File: src/sv/rle_scanline_expander_unit_macros.svh
// Assertion macros for the run-length scanline expander.
// Used by the top level; expects clk_i and rst_ni in scope.
`ifndef RLE_SCANLINE_EXPANDER_UNIT_MACROS_SVH
`define RLE_SCANLINE_EXPANDER_UNIT_MACROS_SVH

// Same-cycle implication, disabled while reset is asserted.
`define RSX_ASSERT_NOW(lbl, ante, cons, msg) \
  lbl: assert property (@(posedge clk_i) disable iff (!rst_ni) (ante) |-> (cons)) \
    else $error(msg);

// Next-cycle implication, disabled while reset is asserted.
`define RSX_ASSERT_NEXT(lbl, ante, cons, msg) \
  lbl: assert property (@(posedge clk_i) disable iff (!rst_ni) (ante) |=> (cons)) \
    else $error(msg);

`endif

File: src/sv/rsx_pkg.sv
// Shared types and constants for the run-length scanline expander.
// No dependencies; imported by every module of the block.
package rsx_pkg;

  localparam int unsigned ElemW   = 16;
  localparam int unsigned CountW  = 7;
  localparam int unsigned QDepth  = 2;

  localparam logic [6:0] CountMask = 7'h7f;
  localparam int unsigned CopyFlagBit = 7;

  // Decoder phase.
  typedef enum logic [1:0] {
    PH_HEADER = 2'd0,
    PH_COPY   = 2'd1,
    PH_REPEAT = 2'd2,
    PH_DONE   = 2'd3
  } rsx_phase_e;

  // Result kind on the line_status field.
  typedef enum logic [1:0] {
    ST_RUN = 2'd0,
    ST_OK  = 2'd1,
    ST_ERR = 2'd2
  } rsx_status_e;

  // Configuration register indexes.
  typedef enum logic {
    REG_LINE_WIDTH   = 1'b0,
    REG_WIDE_SAMPLES = 1'b1
  } rsx_reg_e;

  // Everything one input element produces: an optional run, then an optional status.
  typedef struct packed {
    logic [ElemW-1:0]  value;
    logic [CountW-1:0] run_len;
    logic              has_run;
    logic              has_status;
    logic              status_ok;
  } rsx_entry_t;

endpackage

File: src/sv/rsx_out_queue.sv
// Result queue: holds decoded entries and unrolls each into one or two results.
// Depends on rsx_pkg.
module rsx_out_queue import rsx_pkg::*; (
  input  logic              clk_i,
  input  logic              rst_ni,
  input  logic              push_i,
  input  rsx_entry_t        entry_i,
  output logic              full_o,
  output logic              out_valid_o,
  input  logic              out_ready_i,
  output logic [ElemW-1:0]  sample_value_o,
  output logic [CountW-1:0] run_length_o,
  output logic [1:0]        line_status_o,
  output logic              last_of_run_o
);

  localparam int unsigned PtrW = $clog2(QDepth);
  localparam int unsigned CntW = $clog2(QDepth + 1);

  rsx_entry_t          mem_q [QDepth];
  logic [PtrW-1:0]     wr_ptr_q, wr_ptr_d;
  logic [PtrW-1:0]     rd_ptr_q, rd_ptr_d;
  logic [CntW-1:0]     count_q, count_d;
  logic                half_q, half_d;
  rsx_entry_t          head;
  logic                show_status;
  logic                xfer;
  logic                pop;

  assign head        = mem_q[rd_ptr_q];
  assign out_valid_o = (count_q != '0);
  assign full_o      = (count_q == CntW'(QDepth));
  // Status follows the run of the same entry, if there is one.
  assign show_status = half_q || !head.has_run;
  assign xfer        = out_valid_o && out_ready_i;
  assign pop         = xfer && (show_status || !head.has_status);

  always_comb begin
    if (show_status) begin
      sample_value_o = '0;
      run_length_o   = '0;
      line_status_o  = head.status_ok ? ST_OK : ST_ERR;
      last_of_run_o  = 1'b1;
    end else begin
      sample_value_o = head.value;
      run_length_o   = head.run_len;
      line_status_o  = ST_RUN;
      last_of_run_o  = !head.has_status;
    end
  end

  always_comb begin
    wr_ptr_d = push_i ? PtrW'(wr_ptr_q + 1'b1) : wr_ptr_q;
    rd_ptr_d = pop ? PtrW'(rd_ptr_q + 1'b1) : rd_ptr_q;
    count_d  = CntW'(count_q + CntW'(push_i) - CntW'(pop));
    if (pop) begin
      half_d = 1'b0;
    end else if (xfer) begin
      half_d = 1'b1;
    end else begin
      half_d = half_q;
    end
  end

  always_ff @(posedge clk_i or negedge rst_ni) begin
    if (!rst_ni) begin
      wr_ptr_q <= '0;
      rd_ptr_q <= '0;
      count_q  <= '0;
      half_q   <= 1'b0;
    end else begin
      wr_ptr_q <= wr_ptr_d;
      rd_ptr_q <= rd_ptr_d;
      count_q  <= count_d;
      half_q   <= half_d;
    end
  end

  always_ff @(posedge clk_i) begin
    if (push_i) begin
      mem_q[wr_ptr_q] <= entry_i;
    end
  end

endmodule

File: src/sv/rsx_decode.sv
// Scanline decode state machine: header, copy and repeat handling per element.
// Depends on rsx_pkg.
module rsx_decode import rsx_pkg::*; #(
  parameter int unsigned SAMPLE_BITS = 16
) (
  input  logic             clk_i,
  input  logic             rst_ni,
  input  logic             fire_i,
  input  logic [ElemW-1:0] elem_i,
  input  logic             last_i,
  input  logic [ElemW-1:0] line_width_i,
  input  logic             wide_i,
  output logic             push_o,
  output rsx_entry_t       entry_o
);

  localparam logic [ElemW-1:0] SampleMask = {ElemW{1'b1}} >> (ElemW - SAMPLE_BITS);

  rsx_phase_e        phase_q, phase_d, ph;
  logic [CountW-1:0] pend_q, pend_d;
  logic [ElemW-1:0]  done_q, done_d;
  logic              err_q, err_d;

  logic [ElemW-1:0]  elem;
  logic [CountW-1:0] count;
  logic [ElemW:0]    copy_end;
  logic [ElemW-1:0]  left;
  logic              has_run;

  always_comb begin
    elem    = wide_i ? elem_i : {8'h00, elem_i[7:0]};
    count   = elem[CountW-1:0] & CountMask;
    copy_end = {1'b0, done_q} + {{(ElemW - CountW + 1){1'b0}}, count};
    left    = line_width_i - done_q;

    // A full line (also after a width change) finishes decoding.
    ph = ((phase_q != PH_DONE) && (done_q >= line_width_i)) ? PH_DONE : phase_q;

    phase_d = ph;
    pend_d  = pend_q;
    done_d  = done_q;
    err_d   = err_q;
    has_run = 1'b0;
    entry_o.value   = wide_i ? (elem & SampleMask) : elem;
    entry_o.run_len = 7'd1;

    case (ph)
      PH_HEADER: begin
        if (count == '0) begin
          phase_d = PH_DONE;
        end else if (elem[CopyFlagBit]) begin
          if (copy_end > {1'b0, line_width_i}) begin
            err_d   = 1'b1;
            phase_d = PH_DONE;
            pend_d  = '0;
          end else begin
            pend_d  = count;
            phase_d = PH_COPY;
          end
        end else begin
          pend_d  = count;
          phase_d = PH_REPEAT;
        end
      end
      PH_COPY: begin
        has_run = 1'b1;
        done_d  = done_q + 1'b1;
        pend_d  = pend_q - 1'b1;
        if (done_d >= line_width_i) begin
          phase_d = PH_DONE;
        end else if (pend_d == '0) begin
          phase_d = PH_HEADER;
        end
      end
      PH_REPEAT: begin
        if (({{(ElemW - CountW){1'b0}}, pend_q} > left) && !wide_i) begin
          // Byte mode: overflowing repeat is an error, no run.
          err_d   = 1'b1;
          phase_d = PH_DONE;
          pend_d  = '0;
        end else begin
          has_run = 1'b1;
          // Word mode: clip the run to what is left of the line.
          if ({{(ElemW - CountW){1'b0}}, pend_q} > left) begin
            entry_o.run_len = left[CountW-1:0];
          end else begin
            entry_o.run_len = pend_q;
          end
          done_d = done_q + {{(ElemW - CountW){1'b0}}, entry_o.run_len};
          pend_d = '0;
          phase_d = (done_d >= line_width_i) ? PH_DONE : PH_HEADER;
        end
      end
      default: begin
      end
    endcase

    // Line end: owed elements count as an error; report, then clear.
    entry_o.has_run    = has_run;
    entry_o.has_status = last_i;
    entry_o.status_ok  = 1'b0;
    if (last_i) begin
      if ((phase_d == PH_COPY) || (phase_d == PH_REPEAT)) begin
        err_d = 1'b1;
      end
      entry_o.status_ok = !err_d && (done_d == line_width_i);
      phase_d = PH_HEADER;
      pend_d  = '0;
      done_d  = '0;
      err_d   = 1'b0;
    end

    push_o = fire_i && (has_run || last_i);
  end

  always_ff @(posedge clk_i or negedge rst_ni) begin
    if (!rst_ni) begin
      phase_q <= PH_HEADER;
      pend_q  <= '0;
      done_q  <= '0;
      err_q   <= 1'b0;
    end else if (fire_i) begin
      phase_q <= phase_d;
      pend_q  <= pend_d;
      done_q  <= done_d;
      err_q   <= err_d;
    end
  end

endmodule

File: src/sv/rle_scanline_expander_unit.sv
// Run-length scanline expander, top level.
// An accepted element passes the input register and then the result queue before its first result shows.
// Throughput: one element per cycle while the result queue has a free slot; an
// element that yields a run plus a status gives a run result, then a status result.
// Reset: asynchronous, active low; clears decode state, the result queue,
// and sets line_width to 1 and wide_samples to 0.
`include "rle_scanline_expander_unit_macros.svh"
module rle_scanline_expander_unit import rsx_pkg::*; #(
  parameter int unsigned SAMPLE_BITS = 16
) (
  input  logic              clk_i,
  input  logic              rst_ni,
  // configuration write port
  input  logic              cfg_we_i,
  input  logic              cfg_index_i,
  input  logic [ElemW-1:0]  cfg_wdata_i,
  // compressed element channel
  input  logic              in_valid_i,
  output logic              in_ready_o,
  input  logic [ElemW-1:0]  code_element_i,
  input  logic              line_end_i,
  // result channel
  output logic              out_valid_o,
  input  logic              out_ready_i,
  output logic [ElemW-1:0]  sample_value_o,
  output logic [CountW-1:0] run_length_o,
  output logic [1:0]        line_status_o,
  output logic              last_of_run_o
);

  // Configuration registers; the user must write them only while the block is idle (not enforced here).
  logic [ElemW-1:0] line_width_q;
  logic             wide_q;

  // Input register: holds one element until the decoder can take it.
  logic             in_valid_q, in_valid_d;
  logic [ElemW-1:0] elem_q;
  logic             last_q;

  logic             in_xfer;
  logic             fire;
  logic             q_full;
  logic             push;
  rsx_entry_t       entry;

  // Advance the held element whenever the queue has a free slot; the
  // decision does not depend on the output side in the same cycle.
  assign fire       = in_valid_q && !q_full;
  assign in_ready_o = !in_valid_q || fire;
  assign in_xfer    = in_valid_i && in_ready_o;

  always_comb begin
    if (in_xfer) begin
      in_valid_d = 1'b1;
    end else if (fire) begin
      in_valid_d = 1'b0;
    end else begin
      in_valid_d = in_valid_q;
    end
  end

  always_ff @(posedge clk_i or negedge rst_ni) begin
    if (!rst_ni) begin
      in_valid_q   <= 1'b0;
      line_width_q <= 16'd1;
      wide_q       <= 1'b0;
    end else begin
      in_valid_q <= in_valid_d;
      if (cfg_we_i) begin
        case (rsx_reg_e'(cfg_index_i))
          REG_LINE_WIDTH:   line_width_q <= cfg_wdata_i;
          REG_WIDE_SAMPLES: wide_q       <= cfg_wdata_i[0];
          default: begin
          end
        endcase
      end
    end
  end

  // Payload of the input register; no reset needed.
  always_ff @(posedge clk_i) begin
    if (in_xfer) begin
      elem_q <= code_element_i;
      last_q <= line_end_i;
    end
  end

  // Decode one element per fire against the line state.
  rsx_decode #(
    .SAMPLE_BITS (SAMPLE_BITS)
  ) u_decode (
    .clk_i        (clk_i),
    .rst_ni       (rst_ni),
    .fire_i       (fire),
    .elem_i       (elem_q),
    .last_i       (last_q),
    .line_width_i (line_width_q),
    .wide_i       (wide_q),
    .push_o       (push),
    .entry_o      (entry)
  );

  // Queue the decoded entries and present their results one transfer at a time.
  rsx_out_queue u_out_queue (
    .clk_i          (clk_i),
    .rst_ni         (rst_ni),
    .push_i         (push),
    .entry_i        (entry),
    .full_o         (q_full),
    .out_valid_o    (out_valid_o),
    .out_ready_i    (out_ready_i),
    .sample_value_o (sample_value_o),
    .run_length_o   (run_length_o),
    .line_status_o  (line_status_o),
    .last_of_run_o  (last_of_run_o)
  );

  // A status result always closes the results of its element.
  `RSX_ASSERT_NOW(a_status_last, out_valid_o && (line_status_o != ST_RUN), last_of_run_o && (run_length_o == '0) && (sample_value_o == '0), "status result must be last and empty")
  // A run always carries a nonzero length.
  `RSX_ASSERT_NOW(a_run_nonzero, out_valid_o && (line_status_o == ST_RUN), run_length_o != '0, "run result with zero length")
  // A held element that did not advance stays in the input register.
  `RSX_ASSERT_NEXT(a_hold_input, in_valid_q && !fire, in_valid_q && $stable(elem_q) && $stable(last_q), "held element lost or changed")
  // Nothing is pushed into a full queue.
  `RSX_ASSERT_NOW(a_no_overflow, q_full, !push, "push into full result queue")

endmodule
File: config.mk
export PLATFORM = sky130hd
export DESIGN_NAME = rle_scanline_expander_unit
export DESIGN_NICKNAME = d
export VERILOG_FILES = /design/src/sv/rsx_pkg.sv /design/src/sv/rsx_out_queue.sv /design/src/sv/rsx_decode.sv /design/src/sv/rle_scanline_expander_unit.sv
export VERILOG_INCLUDE_DIRS = /design/src /design/src/sv
export SDC_FILE = /design/constraint.sdc
export NUM_CORES = 1
export LEC_CHECK = 0
export BUFFER_PORTS_ARGS = -buffer_cell sky130_fd_sc_hd__buf_2
export CAP_MARGIN = 20
export CORE_UTILIZATION = 45
export CTS_CLUSTER_SIZE = 40
export DETAILED_ROUTE_END_ITERATION = 16
export GPL_TIMING_DRIVEN = 0
export MAX_ROUTING_LAYER = met4
export PLACE_DENSITY = 0.65
export SYNTH_ARGS = -nofsm -noshare
export SYNTH_HDL_FRONTEND = slang
export SYNTH_SLANG_ARGS = --single-unit
File: constraint.sdc
create_clock -name clk_i -period 10.9 [get_ports clk_i]
set_clock_uncertainty 0.05 [all_clocks]
set_input_delay 1.635 -clock clk_i [delete_from_list [all_inputs] [get_ports clk_i]]
set_output_delay 1.635 -clock clk_i [all_outputs]
set_load 0.005 [all_outputs]
==> results.txt <==
Max FO, Critical Path -> 10
Global-route wire length before repair -> 40390 um
Buf+Inv Stages, Crit Path -> 5
Worst VDD drop -> 0.1226 mV
Largest net degree at the start of global routing -> 28
Max Freq -> 109.5 MHz
Max cap viols -> 0
Synth Flop Type -> edfxtp_1
Leak -> 4.362 nW
Clk_lat worst skew -> 0.42 ns
Reg2reg setup slack -> 1.77 ns
DRC -> 0
Final Setup Violations -> 0
Worst Setup SP -> u_decode.done_q[0]
Root Buffer -> clkbuf_16
Post-Synthesis Cells -> 945
Cell row count -> 50
Core ar. -> 18960 um^2
CP endpoint kind -> flip-flop
Cell taking the most area after synthesis -> edfxtp_1
Startpoint types -> flip-flop
Final Hold Vio Count -> 0
Slowest Stage Delay on Critical Path -> 0.73 ns
Via count -> 7583
Vias per std cell -> 5.806
Slowest library cell on the worst path -> a21oi_1
Share of cells above drive strength 1 -> 12.05%
Drt first pass iters -> 6
Fin nets -> 1169
Finished Cell Area -> 10140 um^2
Worst Max-Slew Pin Slew -> 0.9234 ns
Initial Utilization -> 46.67%
CTS Buffer Depth -> 2
Gp weighted congestion -> 0.9530
Synthesized area -> 8846 um^2
Top Ports -> 67
Cell family with most CP delay -> compound AO/OA/AOI/OAI gates
DP Wirelength -> 20630 um
Netlist cell types -> 72
Sequential fraction of the synthesis area -> 37.30%
Post-placement cell area -> 9567 um^2
Reg clk slew, reported paths -> 0.06 ns
Power per Cell Area -> 222.5 nW/um^2
CTS H-Tree Depth -> 4
Unrepaired setup endpoints after global routing -> false
Fin crit period -> 9.130 ns
Grt ovf -> 0
Worst Setup EP -> u_out_queue.mem_q[1][0]
Post-synth EDFFs -> 69
Cts bufs inserted -> 17
Syn_nets -> 1081
Reg2Reg Depth -> 34
Initial DRC Count -> 723
Crit path DAT -> 9.29 ns
Top cell type's share of synthesized area -> 23.42%
Avg WL per Cell -> 20.30 um
FF-to-FF Start -> u_decode.done_q[0]
Post-synthesis register bit count -> 118
GRT Overall Usage -> 27.76%
Number of cells on the critical path -> 34
# Post-CTS Setup Buffers -> 0
Clock Sinks -> 118
Rel. slew slack -> 37.87%
Die X -> 142.2 um
Setup TNS -> 0 ns
Post-CTS Resized -> 0
CTS tree -> built
Number of port buffers -> 66
Fin. max-slew vios -> 0
Synth area leaders -> edfxtp_1, dfrtp_1, ha_1
CTS Hold Bufs -> 0
Post-route ant nets -> 0
Status -> finished, final reports clean
Area Overhead vs Synth -> 14.67%
ANT cells -> 0
Routed wire length -> 26510 um
DIE AREA -> 20220 um^2
Mapped Avg Cell Area -> 9.361 um^2
CP required -> 11.06 ns
Hold WC Path Type -> reg -> reg
Period utilization -> 83.76%
Synth async-reset ratio -> 41.53%
Number of global-route vias before repair -> 7128
YS warnings -> 0
Initial antenna violation count -> 0
Final Util -> 53.51%
R2R Path End -> u_out_queue.mem_q[1][0]
Die Span Y -> 142.2 um
Class of the most critical setup path -> reg -> reg
-- where the power goes --
group | leakage, nW | internal, W | switching [W]
logic | 2.80 | 0.000388 | 0.000663
registers | 1.28 | 0.000588 | 0.0000667
clock network | 0.278 | 0.000304 | 0.000247
-- Yosys cell counts (all sizes together) (4+ instances only) --
| master | count |
|---|---|
| mux2i | 27 |
| dfrtp | 48 |
| buf | 7 |
| o21ai | 63 |
| edfxtp | 69 |
| xor2 | 14 |
| a21oi | 52 |
| ha | 94 |
| nor4 | 13 |
| o21a | 9 |
| and2 | 23 |
| clkbuf | 26 |
| a22oi | 11 |
| nor2b | 6 |
| nor2 | 86 |
| and3 | 6 |
| nand2b | 5 |
| or2 | 4 |
| a221oi | 8 |
| nor3 | 18 |
| nand3 | 20 |
| o31ai | 4 |
| a211oi | 6 |
| o211ai | 6 |
| or4 | 6 |
| inv | 68 |
| nand2 | 74 |
| nand4 | 19 |
| o32ai | 4 |
| xnor2 | 56 |
| o21bai | 5 |
| a22o | 9 |
| a21o | 22 |
| o22ai | 8 |
-- logic make-up after synthesis --
kind of cell	Yosys count	share of synthesized area [%]
compound gates	236	17.94
fa+ha+maj	97	13.97
simple gates	293	16.18
mux	28	3.182
xor+xnor	70	6.931
flops	118	37.30
buf+inv	103	4.498
-- registers in the layout, indices dropped and copies added (netlist names), 2 cells and up --
name,cells
u_out_queue.mem_q,52
elem_q,16
u_decode.pend_q,7
u_out_queue.count_q,2
line_width_q,16
u_decode.phase_q,2
u_decode.done_q,16
-- layout make-up --
type / count / area, um^2
plain buffers: 33 / 135.1
clock buffers: 17 / 425.4
clock inverters: 15 / 151.4
fillers: 1822 / 8812
inverters: 70 / 262.8
multi-input cells: 724 / 5151
flip-flops and latches: 118 / 3299
well taps: 260 / 325.3
repair buffers: 69 / 392.9
-- cells in the final DEF (no fill, tap or decap), types with 6 or more instances in the layout --
cell type   n
o22ai_1     8
xor2_1     14
o211ai_1    6
nand2_1    74
ha_1       94
a221oi_1    7
buf_2      72
o21a_1      9
nor3_1     17
a21o_1     22
nand3_1    20
o21ai_0    60
clkbuf_1   26
inv_1      68
xnor2_1    56
a22oi_1    11
mux2i_1    27
nand4_1    19
and2_1     23
inv_6       7
nor4_1     12
edfxtp_1   69
a21oi_1    51
clkbuf_16  17
dfrtp_1    48
a22o_1      9
nor2_1     86
-- layer usage --
metal / vias to the layer above / wire length (um) / track usage, % / part of all wire (%)
li1: 3635 / - / - / -
met1: 3545 / 11890 / 37.47 / 45
met2: 362 / 12020 / 42.85 / 45
met3: 41 / 2055 / 4.441 / 7.8
met4: 0 / 541 / 8.263 / 2.0
met5: - / 0 / - / 0
-- worst min path at each step --
stage	startpoint	end	slack, ns	depth (start not counted)
after floorplan	u_decode.phase_q[1]	u_decode.phase_q[1]	0.40	2
after global placement	u_out_queue.wr_ptr_q	u_out_queue.wr_ptr_q	0.42	1
after detailed placement	u_decode.phase_q[1]	u_decode.phase_q[1]	0.44	2
after CTS	u_out_queue.wr_ptr_q	u_out_queue.wr_ptr_q	0.45	1
after global routing	u_decode.phase_q[1]	u_decode.phase_q[1]	0.49	2
final	u_out_queue.wr_ptr_q	u_out_queue.wr_ptr_q	0.45	1
-- worst reg2reg max path: cells and delay by family, from the launching register on --
kind	cells	cell delay, ns
fa+ha+maj	5	1.56
compound gates	12	3.70
flops	1	0.59
xor+xnor	3	0.77
simple gates	9	1.69
buf+inv	5	0.57
-- metrics by stage --
stage	hold WS (ns)	std cells	total power (W)	worst slack, ns
after floorplan	0.4005	945	0.001343	3.830
after global placement	0.4182	1271	0.001675	1.987
after detailed placement	0.4403	1274	0.001695	2.004
after CTS	0.4536	1306	0.002248	1.970
after global routing	0.4880	1306	0.002397	1.144
final	0.4478	1306	0.002257	1.770
No activity file was read; power rests on OpenSTA's default activity.
